==> config.mk <==
export PLATFORM = sky130hd
export DESIGN_NAME = static_source_nat_rewrite_core
export DESIGN_NICKNAME = d
export VERILOG_FILES = /design/src/rtl/ssnr_pkg.sv /design/src/rtl/ssnr_table.sv /design/src/rtl/static_source_nat_rewrite_core.sv
export SDC_FILE = /design/constraint.sdc
export NUM_CORES = 2
export LEC_CHECK = 0
export BUFFER_PORTS_ARGS = -buffer_cell sky130_fd_sc_hd__buf_4
export CORE_ASPECT_RATIO = 0.8
export CORE_MARGIN = 2
export CORE_UTILIZATION = 60
export CTS_BUF_LIST = sky130_fd_sc_hd__clkbuf_16
export CTS_CLUSTER_DIAMETER = 120
export DETAILED_ROUTE_END_ITERATION = 16
export GPL_TIMING_DRIVEN = 0
export PLACE_DENSITY = 0.83
export SYNTH_ARGS = -nofsm -noshare
export SYNTH_HDL_FRONTEND = slang
export SYNTH_SLANG_ARGS = --single-unit
export TNS_END_PERCENT = 1
==> constraint.sdc <==
create_clock -name clk_i -period 8.3 [get_ports clk_i]
set_input_delay 1.66 -clock clk_i [delete_from_list [all_inputs] [get_ports clk_i]]
set_output_delay 1.66 -clock clk_i [all_outputs]
set_load 0.005 [all_outputs]
==> src/rtl/ssnr_pkg.sv <==
package ssnr_pkg;

  // table geometry
  localparam int TableEntries = 16;
  localparam int TblIdxW      = $clog2(TableEntries);

  // header checks
  localparam logic [15:0] EtherTypeIpv4 = 16'h0800;
  localparam logic [13:0] MinFrameLen   = 14'd34;

  // sum of the seven header words that do not depend on the lookup
  localparam int BaseSumW = 19;
  // base sum plus the two words of the new source address
  localparam int FullSumW = 20;

  typedef enum logic {
    CMD_LOAD   = 1'b0,
    CMD_PACKET = 1'b1
  } cmd_e;

  typedef struct packed {
    cmd_e        cmd;
    logic [3:0]  entry_index;
    logic [31:0] entry_key;
    logic [31:0] entry_value;
    logic        entry_valid;
    logic [13:0] frame_length;
    logic [15:0] ether_type;
    logic [63:0] ip_bytes_0_to_7;
    logic [31:0] ip_ttl_proto_check;
    logic [31:0] ip_src_addr;
    logic [31:0] ip_dst_addr;
  } ssnr_in_t;

  typedef struct packed {
    logic        verdict;
    logic [31:0] new_src_addr;
    logic [15:0] new_checksum;
  } ssnr_out_t;

  // table write request
  typedef struct packed {
    logic        en;
    logic [3:0]  idx;
    logic [31:0] key;
    logic [31:0] value;
    logic        valid;
  } ssnr_wr_t;

  // ones' complement partial sum of header words 0..4 and the destination address
  function automatic logic [BaseSumW-1:0] ssnr_base_sum(input ssnr_in_t item);
    logic [BaseSumW-1:0] s;
    s = BaseSumW'(item.ip_bytes_0_to_7[63:48])
      + BaseSumW'(item.ip_bytes_0_to_7[47:32])
      + BaseSumW'(item.ip_bytes_0_to_7[31:16])
      + BaseSumW'(item.ip_bytes_0_to_7[15:0])
      + BaseSumW'(item.ip_ttl_proto_check[31:16])
      + BaseSumW'(item.ip_dst_addr[31:16])
      + BaseSumW'(item.ip_dst_addr[15:0]);
    return s;
  endfunction

endpackage

==> src/rtl/ssnr_table.sv <==
module ssnr_table import ssnr_pkg::*; (
  input  logic                    clk_i,
  input  logic                    rst_ni,
  input  ssnr_wr_t                wr_i,
  input  logic [31:0]             lookup_addr_i,
  output logic [TableEntries-1:0] hit_o,
  input  logic [TableEntries-1:0] sel_i,
  output logic [31:0]             sel_value_o
);

  logic [31:0]             key_q   [TableEntries];
  logic [31:0]             value_q [TableEntries];
  logic [TableEntries-1:0] valid_q;
  logic                    wr_in_range;

  assign wr_in_range = wr_i.en && (int'(wr_i.idx) < TableEntries);

  // slot in use flags
  always_ff @(posedge clk_i or negedge rst_ni) begin
    if (!rst_ni) begin
      valid_q <= '0;
    end else if (wr_in_range) begin
      valid_q[wr_i.idx[TblIdxW-1:0]] <= wr_i.valid;
    end
  end

  // key and value storage, only read behind a valid bit
  always_ff @(posedge clk_i) begin
    if (wr_in_range) begin
      key_q[wr_i.idx[TblIdxW-1:0]]   <= wr_i.key;
      value_q[wr_i.idx[TblIdxW-1:0]] <= wr_i.value;
    end
  end

  // parallel exact match
  always_comb begin
    for (int i = 0; i < TableEntries; i++) begin
      hit_o[i] = valid_q[i] && (key_q[i] == lookup_addr_i);
    end
  end

  // and-or read of the one-hot selected slot
  always_comb begin
    sel_value_o = '0;
    for (int i = 0; i < TableEntries; i++) begin
      sel_value_o = sel_value_o | (value_q[i] & {32{sel_i[i]}});
    end
  end

endmodule

==> src/rtl/static_source_nat_rewrite_core.sv <==
// a packet item's result is offered from the output register, after stages 1 to 3
// throughput: one item per cycle unless the output stalls; a load is held off while
// a packet sits in the match stage, so the packet reads the table as it stood when accepted
// load items give no result; a stall on the output backs up through the four stages
// reset: all stage valid bits cleared and the translation table emptied
module static_source_nat_rewrite_core import ssnr_pkg::*; (
  input  logic      clk_i,
  input  logic      rst_ni,
  input  logic      in_valid_i,
  output logic      in_stall_o,
  input  ssnr_in_t  in_item_i,
  output logic      out_valid_o,
  input  logic      out_stall_i,
  output ssnr_out_t out_item_o
);

  logic in_is_pkt;
  logic pkt_acc;
  logic load_acc;
  logic s1_ready;
  logic s2_ready;
  logic s3_ready;
  logic out_ready;

  ssnr_wr_t                wr;
  logic [TableEntries-1:0] lookup_hit;
  logic [TableEntries-1:0] sel_onehot;
  logic [31:0]             sel_value;

  // stage 1: match vector, header checks, base sum
  logic                    s1_valid_q, s1_valid_d;
  logic                    s1_ok_q;
  logic [TableEntries-1:0] s1_hit_q;
  logic [BaseSumW-1:0]     s1_sum_q;

  // stage 2: selected address
  logic                s2_valid_q, s2_valid_d;
  logic                s2_pass_q;
  logic [31:0]         s2_value_q;
  logic [BaseSumW-1:0] s2_sum_q;

  // stage 3: first fold
  logic                s3_valid_q, s3_valid_d;
  logic                s3_pass_q;
  logic [31:0]         s3_value_q;
  logic [16:0]         s3_fold_q;
  logic [FullSumW-1:0] full_sum;
  logic [16:0]         fold1;

  // output register
  logic        out_valid_q, out_valid_d;
  ssnr_out_t   out_item_q;
  logic [16:0] fold2;

  // handshake and hazard on table writes
  assign in_is_pkt  = (in_item_i.cmd == CMD_PACKET);
  assign out_ready  = !out_valid_q || !out_stall_i;
  assign s3_ready   = !s3_valid_q || out_ready;
  assign s2_ready   = !s2_valid_q || s3_ready;
  assign s1_ready   = !s1_valid_q || s2_ready;
  assign in_stall_o = in_is_pkt ? !s1_ready : s1_valid_q;
  assign pkt_acc    = in_valid_i && !in_stall_o && in_is_pkt;
  assign load_acc   = in_valid_i && !in_stall_o && !in_is_pkt;

  // table write from load items
  always_comb begin
    wr.en    = load_acc;
    wr.idx   = in_item_i.entry_index;
    wr.key   = in_item_i.entry_key;
    wr.value = in_item_i.entry_value;
    wr.valid = in_item_i.entry_valid;
  end

  // lowest matching slot wins
  assign sel_onehot = s1_hit_q & (~s1_hit_q + TableEntries'(1));

  ssnr_table u_table (
    .clk_i         (clk_i),
    .rst_ni        (rst_ni),
    .wr_i          (wr),
    .lookup_addr_i (in_item_i.ip_src_addr),
    .hit_o         (lookup_hit),
    .sel_i         (sel_onehot),
    .sel_value_o   (sel_value)
  );

  // checksum folds
  assign full_sum = FullSumW'(s2_sum_q) + FullSumW'(s2_value_q[31:16])
                  + FullSumW'(s2_value_q[15:0]);
  assign fold1    = 17'(full_sum[FullSumW-1:16]) + 17'(full_sum[15:0]);
  assign fold2    = 17'(s3_fold_q[16]) + 17'(s3_fold_q[15:0]);

  // stage valid bits
  always_comb begin
    s1_valid_d  = s1_ready ? pkt_acc : s1_valid_q;
    s2_valid_d  = s2_ready ? s1_valid_q : s2_valid_q;
    s3_valid_d  = s3_ready ? s2_valid_q : s3_valid_q;
    out_valid_d = out_ready ? s3_valid_q : out_valid_q;
  end

  always_ff @(posedge clk_i or negedge rst_ni) begin
    if (!rst_ni) begin
      s1_valid_q  <= 1'b0;
      s2_valid_q  <= 1'b0;
      s3_valid_q  <= 1'b0;
      out_valid_q <= 1'b0;
    end else begin
      s1_valid_q  <= s1_valid_d;
      s2_valid_q  <= s2_valid_d;
      s3_valid_q  <= s3_valid_d;
      out_valid_q <= out_valid_d;
    end
  end

  // stage payloads
  always_ff @(posedge clk_i) begin
    if (pkt_acc) begin
      s1_ok_q  <= (in_item_i.ether_type == EtherTypeIpv4)
                  && (in_item_i.frame_length >= MinFrameLen);
      s1_hit_q <= lookup_hit;
      s1_sum_q <= ssnr_base_sum(in_item_i);
    end
    if (s1_valid_q && s2_ready) begin
      s2_pass_q  <= s1_ok_q && (|s1_hit_q);
      s2_value_q <= sel_value;
      s2_sum_q   <= s1_sum_q;
    end
    if (s2_valid_q && s3_ready) begin
      s3_pass_q  <= s2_pass_q;
      s3_value_q <= s2_value_q;
      s3_fold_q  <= fold1;
    end
    if (s3_valid_q && out_ready) begin
      if (s3_pass_q) begin
        out_item_q.verdict      <= 1'b1;
        out_item_q.new_src_addr <= s3_value_q;
        out_item_q.new_checksum <= ~fold2[15:0];
      end else begin
        out_item_q <= '0;
      end
    end
  end

  assign out_valid_o = out_valid_q;
  assign out_item_o  = out_item_q;

endmodule
Word level (Yosys, flattened, before mapping)
Memories as Yosys holds them, arrays and structs flattened.
Cells that the tools add are included.

word-level totals
  flip-flop bits (word level) = 207
  bits in latches = 0
  memory bits (writable) = 1024
  bits in read-only memories = 0
  bits of input ports = 264
  output and inout port bits = 51
  word-level logic and storage cells = 129
  memories kept = 2

cells by class
  add/sub/neg operators = 11
  multipliers = 0
  div/mod/pow operators = 0
  order comparisons = 3
  equal/unequal tests = 17
  shift-type cells = 0
  muxes and demuxes = 7
  bitwise logic cells = 34
  reduce and logical (&&, ||, !) cells = 38

memories
  name             words  width  rd ports  clocked after Yosys merged registers in  write ports  line              text
  u_table.key_q    16     32     16        0                                        1            ssnr_table.sv:11  logic [31:0] key_q [TableEntries];
  u_table.value_q  16     32     16        0                                        1            ssnr_table.sv:12  logic [31:0] value_q [TableEntries];

operator list
  cell                     number
  $and A32 B32 Y32         16
  $eq A32 B32 Y1           16
  $or A32 B32 Y32          15
  $add A19 B16 Y19         3
  $mux W49                 1
  $not A16 Y16             2
  $logic_and A1 B1 Y1      25
  $add A19 B16 Y20         1
  $add A20 B16 Y20         1
  $add A18 B16 Y19         1
  $add A17 B16 Y18         1
  $add A16 B16 Y17         1
  $add A4 B16 Y17          1
  $add A1 B16 Y16          1
  $add A16 B1 Y16 const B  1
  $and A16 B16 Y16         1
  $bwmux W16               1
  $eq A16 B12 Y1 const B   1
  $reduce_or A16 Y1        1
  $ge A14 B6 Y1 const B    1
  $logic_not A1 Y1         8
  $lt A4 B5 Y1 const B     1
  $demux W1 S4             1
  $ge A4 B1 Y1 const B     1
  other kinds (2)          8

Longest topological paths before layout
  depth after elaboration = 19
  mapped depth = 20
  depth with buffers taken out = 20

Hierarchy
From an unflattened synthesis, not the netlist that was laid out.

second synthesis, totals
  cells, all modules = 3084
  area total of the unflattened synthesis = 51662.0 um^2

modules (own cells, without submodules)
  module                          instances  cells each  area each (um^2)  sequential area each (um^2)
  ssnr_table                      1          2187        40435.0           31149.9
  static_source_nat_rewrite_core  1          897         11227.0           5715.5

Least setup slack after synthesis
Ideal clock, no wire load.

  path kind = input to register
  from = input in_item_i[259] in the netlist's numbering
  to = register u_table.valid_q[0]
  setup time = 0.087 ns
  arrival time = 7.348 ns
  required time = 8.213 ns
  slack = 0.865 ns
  stages on the path = 5
  buffers on the path = 0
  cell sequence = nor2_1 -> nand2_1 -> or3_1 -> nor3_1 -> mux2_2

on the way
  cells in the longest elaborated chain, start to end = 4
  elaborated cells on any way between the ends = 5
  those cells by class = mux (1); reduce/logical (4)

ends and longest elaborated chain
  element                         line                                  text
  start: declaration              static_source_nat_rewrite_core.sv:11  input ssnr_in_t in_item_i,
  $mux W1                         static_source_nat_rewrite_core.sv:61  assign in_stall_o = in_is_pkt ? !s1_ready : s1_valid_q;
  $logic_not A1 Y1                static_source_nat_rewrite_core.sv:63  assign load_acc = in_valid_i && !in_stall_o && !in_is_pkt;
  $logic_and A1 B1 Y1             static_source_nat_rewrite_core.sv:63
  $logic_and A1 B1 Y1 *           static_source_nat_rewrite_core.sv:63
  end signal: indexed assignment  ssnr_table.sv:23                      valid_q[wr_i.idx[TblIdxW-1:0]] <= wr_i.valid;
  end: declaration                ssnr_table.sv:13                      logic [TableEntries-1:0] valid_q;

Every way passes the cells marked *; elsewhere a longest branch is shown, timed or not.
A chain may end at the register's enable or synchronous reset.

Final worst setup path
  from = register s2_value_q[6]
  to = register s3_fold_q[16], data pin

on the way
  cells in the longest elaborated chain, start to end = 2

ends and longest elaborated chain
  element                   line                                   text
  start: declaration        static_source_nat_rewrite_core.sv:39   logic [31:0] s2_value_q;
  start signal: assignment  static_source_nat_rewrite_core.sv:125  s2_value_q <= sel_value;
  $add A20 B16 Y20          static_source_nat_rewrite_core.sv:89   + FullSumW'(s2_value_q[15:0]);
  $add A4 B16 Y17           static_source_nat_rewrite_core.sv:90   assign fold1 = 17'(full_sum[FullSumW-1:16]) + 17'(full_sum[15:0]);
  via fold1[16]             static_source_nat_rewrite_core.sv:48   logic [16:0] fold1;
  end signal: assignment    static_source_nat_rewrite_core.sv:131  s3_fold_q <= fold1;
  end: declaration          static_source_nat_rewrite_core.sv:46   logic [16:0] s3_fold_q;

The timed path passes the listed nets, and every way through them passes these cells.

==> results.md <==
* Status: finished with violations
* Failing checks: capacitance limit
* Pins over their slew limit at 0
* RSZ-0062 raised after global routing: no
* FF-to-FF path depth at 18
* R2R Path End: s3_fold_q[16]
* Post-CTS setup buffers at 0
* Finished layout cell area at ~59000 µm²
* Ys async rst share at 0.0162
* Detailed Routing Iterations Pass 1 at 9
* R2r setup slk at between 2 and 2.5 ns
* MaxCap Viol Count at 1
* Top Ports at between 300 and 400
* Starting Density at 0.608
* Cell Area, Placed at about 56000 µm²
* PwrDens at approximately 240 nW/µm²
* Post-CTS Hold Buffers at 0
* Sinks on Clock Net at 1231
* GRT overflow at 0
* Max-slew headroom at 0.0149
* Worst-margin pin slew at between 1 and 1.5 ns
* Slowest-stage cell, CP: or3_2
* Vias in the first global route at between 30000 and 40000
* Worst-path fanout max at 8
* Resized cells post-CTS at 0
* Dpl ws at roughly 1.8 ns
* Total power at approximately 14 mW
* H-tree depth at 3
* Setup ws final at ~2.2 ns
* Minimum clock period at between 6 and 7 ns
* Root buffer cell: clkbuf_16
* DRC viols at 0
* Initial DRC count at about 5600
* Worst skew pair latency at roughly 0.73 ns
* Full die area at between 80000 and 90000 µm²
* CP top delay family: compound AO/OA/AOI/OAI gates
* Synthesized instance count at 3128
* Die Wd at between 300 and 400 µm
* Final core utilization at 0.701
* Seq cells post-synth at 1231
* Hold Path Depth at 0
* Hold Crit Start: s1_sum_q[14]
* Total track usage at 0.318
* Final setup violation count at 0
* Initial antenna violation count at 11
* VDD IR max at approximately 210 µV
* Core Area at about 84000 µm²
* Clock transition at path regs at roughly 0.070 ns
* Global-route wire length before repair at 200000 µm
* Number of enable flip-flop cells after synthesis at roughly 1200
* Share of layout cells above drive strength 1 at 0.146
* Critical path startpoint category: flop
* Fmax at roughly 0.16 GHz
* Largest net degree at the start of global routing at 37
* Synth Net Count at 3531
* Gpl congestion at around 0.91
* Leakage at 20.1 nW
* Mapped Area at 51200 µm²
* Nets at slightly below 4000
* Total CTS buffers at between 100 and 150
* Critical Path Max Stage Delay at 0.56 ns
* Seq/Total Area, Yosys at 0.720
* Die height at roughly 270 µm
* Arrival time worst endpoint at 6.57 ns
* Fill cells at 4857
* Clock Tree Buf Depth at 3
* Endpoint class of the critical path: flop
* Critical path, cell by cell: fa_1 > ha_1 > buf_6 > a211o_1 > a221oi_1 > a21bo_2 > a211oi_1 > o21ai_0 > xnor2_1 > ha_1 > fa_1 > a21o_1 > a21o_1 > nand3_1 > or3_2 > nor3_2 > nand3_1 > nor3b_1
* Syn Area/Cell at ~16 µm²
* Layout area overhead at 15.4%
* Critical Setup Path Class: reg2reg
* Via count at around 31000
* Hold EP: s2_sum_q[14]
* Worst path bufs/invs at 1
* Clock Skew at 0.0648 ns
* Hpwl dp at 90600 µm
* WL/cell at slightly below 30 µm
* DRT Wirelength at 140000 µm
* Final TNS setup at 0 ns
* Period utilization at 0.736
* Final hold violations at 0
* Num rows at 95
* CTS tree: built
* IO Port Bufs at around 270
* Synth unique cells at 77
* WP data required at 8.77 ns
* Synth warnings at 0
* Worst hold path type: reg2reg
* Top_reg_cell synth: edfxtp_1
* Vias per Instance at 6.49
* ANT nets after route at 0
* Worst r2r src: s2_value_q[6]
==> synth_stat cells, types with 56 or more instances <==
cell,count,area share
xnor2_1,450,0.077
fa_1,96,0.038
xor2_1,103,0.018
edfxtp_1,1211,0.71
a221oi_1,66,0.011
inv_1,209,0.015
a222oi_1,64,0.013
nor2_1,72,0.0053
nor4_1,56,0.0068
nand4_1,144,0.018
nand2_1,113,0.0083
clkbuf_1,126,0.0092
==> how the worst max path moves through the flow <==
| stage | from | end | slack [ns] | cells after the start |
|---|---|---|---|---|
| 4_1_cts | s2_value_q[6] | s3_fold_q[16] | 2.36 | 18 |
| 6_report | s2_value_q[6] | s3_fold_q[16] | 2.19 | 18 |
| 3_3_place_gp | in_item_i[259] | u_table.valid_q[4] | -3.65 | 7 |
| 2_1_floorplan | in_item_i[259] | u_table.valid_q[0] | 0.86 | 5 |
| 3_5_place_dp | in_item_i[98] | s1_sum_q[18] | 1.79 | 18 |
| 5_1_grt | s2_value_q[6] | s3_fold_q[16] | 1.83 | 18 |
==> flip-flops by register name, indices dropped and copies added (netlist names) <==
name             cells
s1_hit_q            16
u_table.key_q      512
out_valid_o          1
s1_ok_q              1
s1_valid_q           1
s2_sum_q            19
s2_pass_q            1
s3_valid_q           1
u_table.valid_q     16
s1_sum_q            19
s3_value_q          32
s3_fold_q           17
out_item_o          49
u_table.value_q    512
s2_valid_q           1
s3_pass_q            1
s2_value_q          32
==> layout by cell type, fill, tap and decap left out, types with 66 or more instances in the layout <==
cell       instances
xnor2_1          450
clkbuf_1         126
a221oi_1          66
xor2_1           103
nand2_1          113
clkbuf_16        112
fa_1              96
nand4_1          144
inv_1            240
edfxtp_1        1211
buf_4            266
==> per-stage QoR <==
stage / hold WS (ns) / instances
after floorplan: 0.400 / 3128
after global placement: 0.403 / 4508
after detailed placement: 0.405 / 4564
after CTS: 0.417 / 4766
after global routing: 0.421 / 4769
final: 0.416 / 4772
==> logic make-up (layout without fill, tap and decap cells) <==
kind of cell	Yosys count	in the layout	share of synthesized area
multiplexers	19	19	0.00411
AO/OA/AOI/OAI	296	296	0.0487
buffers and inverters	345	868	0.0261
other	0	6	0
XOR/XNOR	553	553	0.0946
AND/OR/NAND/NOR	545	545	0.0585
adder cells (fa/ha/maj)	139	139	0.0480
flip-flops	1231	1231	0.720
==> layout make-up <==
type                    count  area, µm²  share of cell area
multi-input cells        1552      13100               0.222
diodes                      6       15.0            0.000254
repair buffers            321       2920              0.0493
flip-flops and latches   1231      36900               0.624
clock inverters            90        616              0.0104
clock buffers             112       2800              0.0474
well taps                1115       1400              0.0236
inverters                 209        785              0.0133
plain buffers             136        551             0.00932
==> where the power goes <==
part	total (mW)	switching [mW]	internal, mW
combinational	2.34	1.40	0.942
clock	4.88	2.27	2.61
sequential	7.21	0.0903	7.12
total	14.4	3.76	10.7
==> layer usage <==
metal | up-vias | part of all wire | GRT usage
met1 | 15300 | 0.35 | 0.438
met2 | 2652 | 0.46 | 0.482
met3 | 357 | 0.16 | 0.112
met5 | - | 0.00046 | 0
li1 | 12600 | - | -
met4 | 10 | 0.032 | 0.0956
No activity file was read; power rests on OpenSTA's default activity.
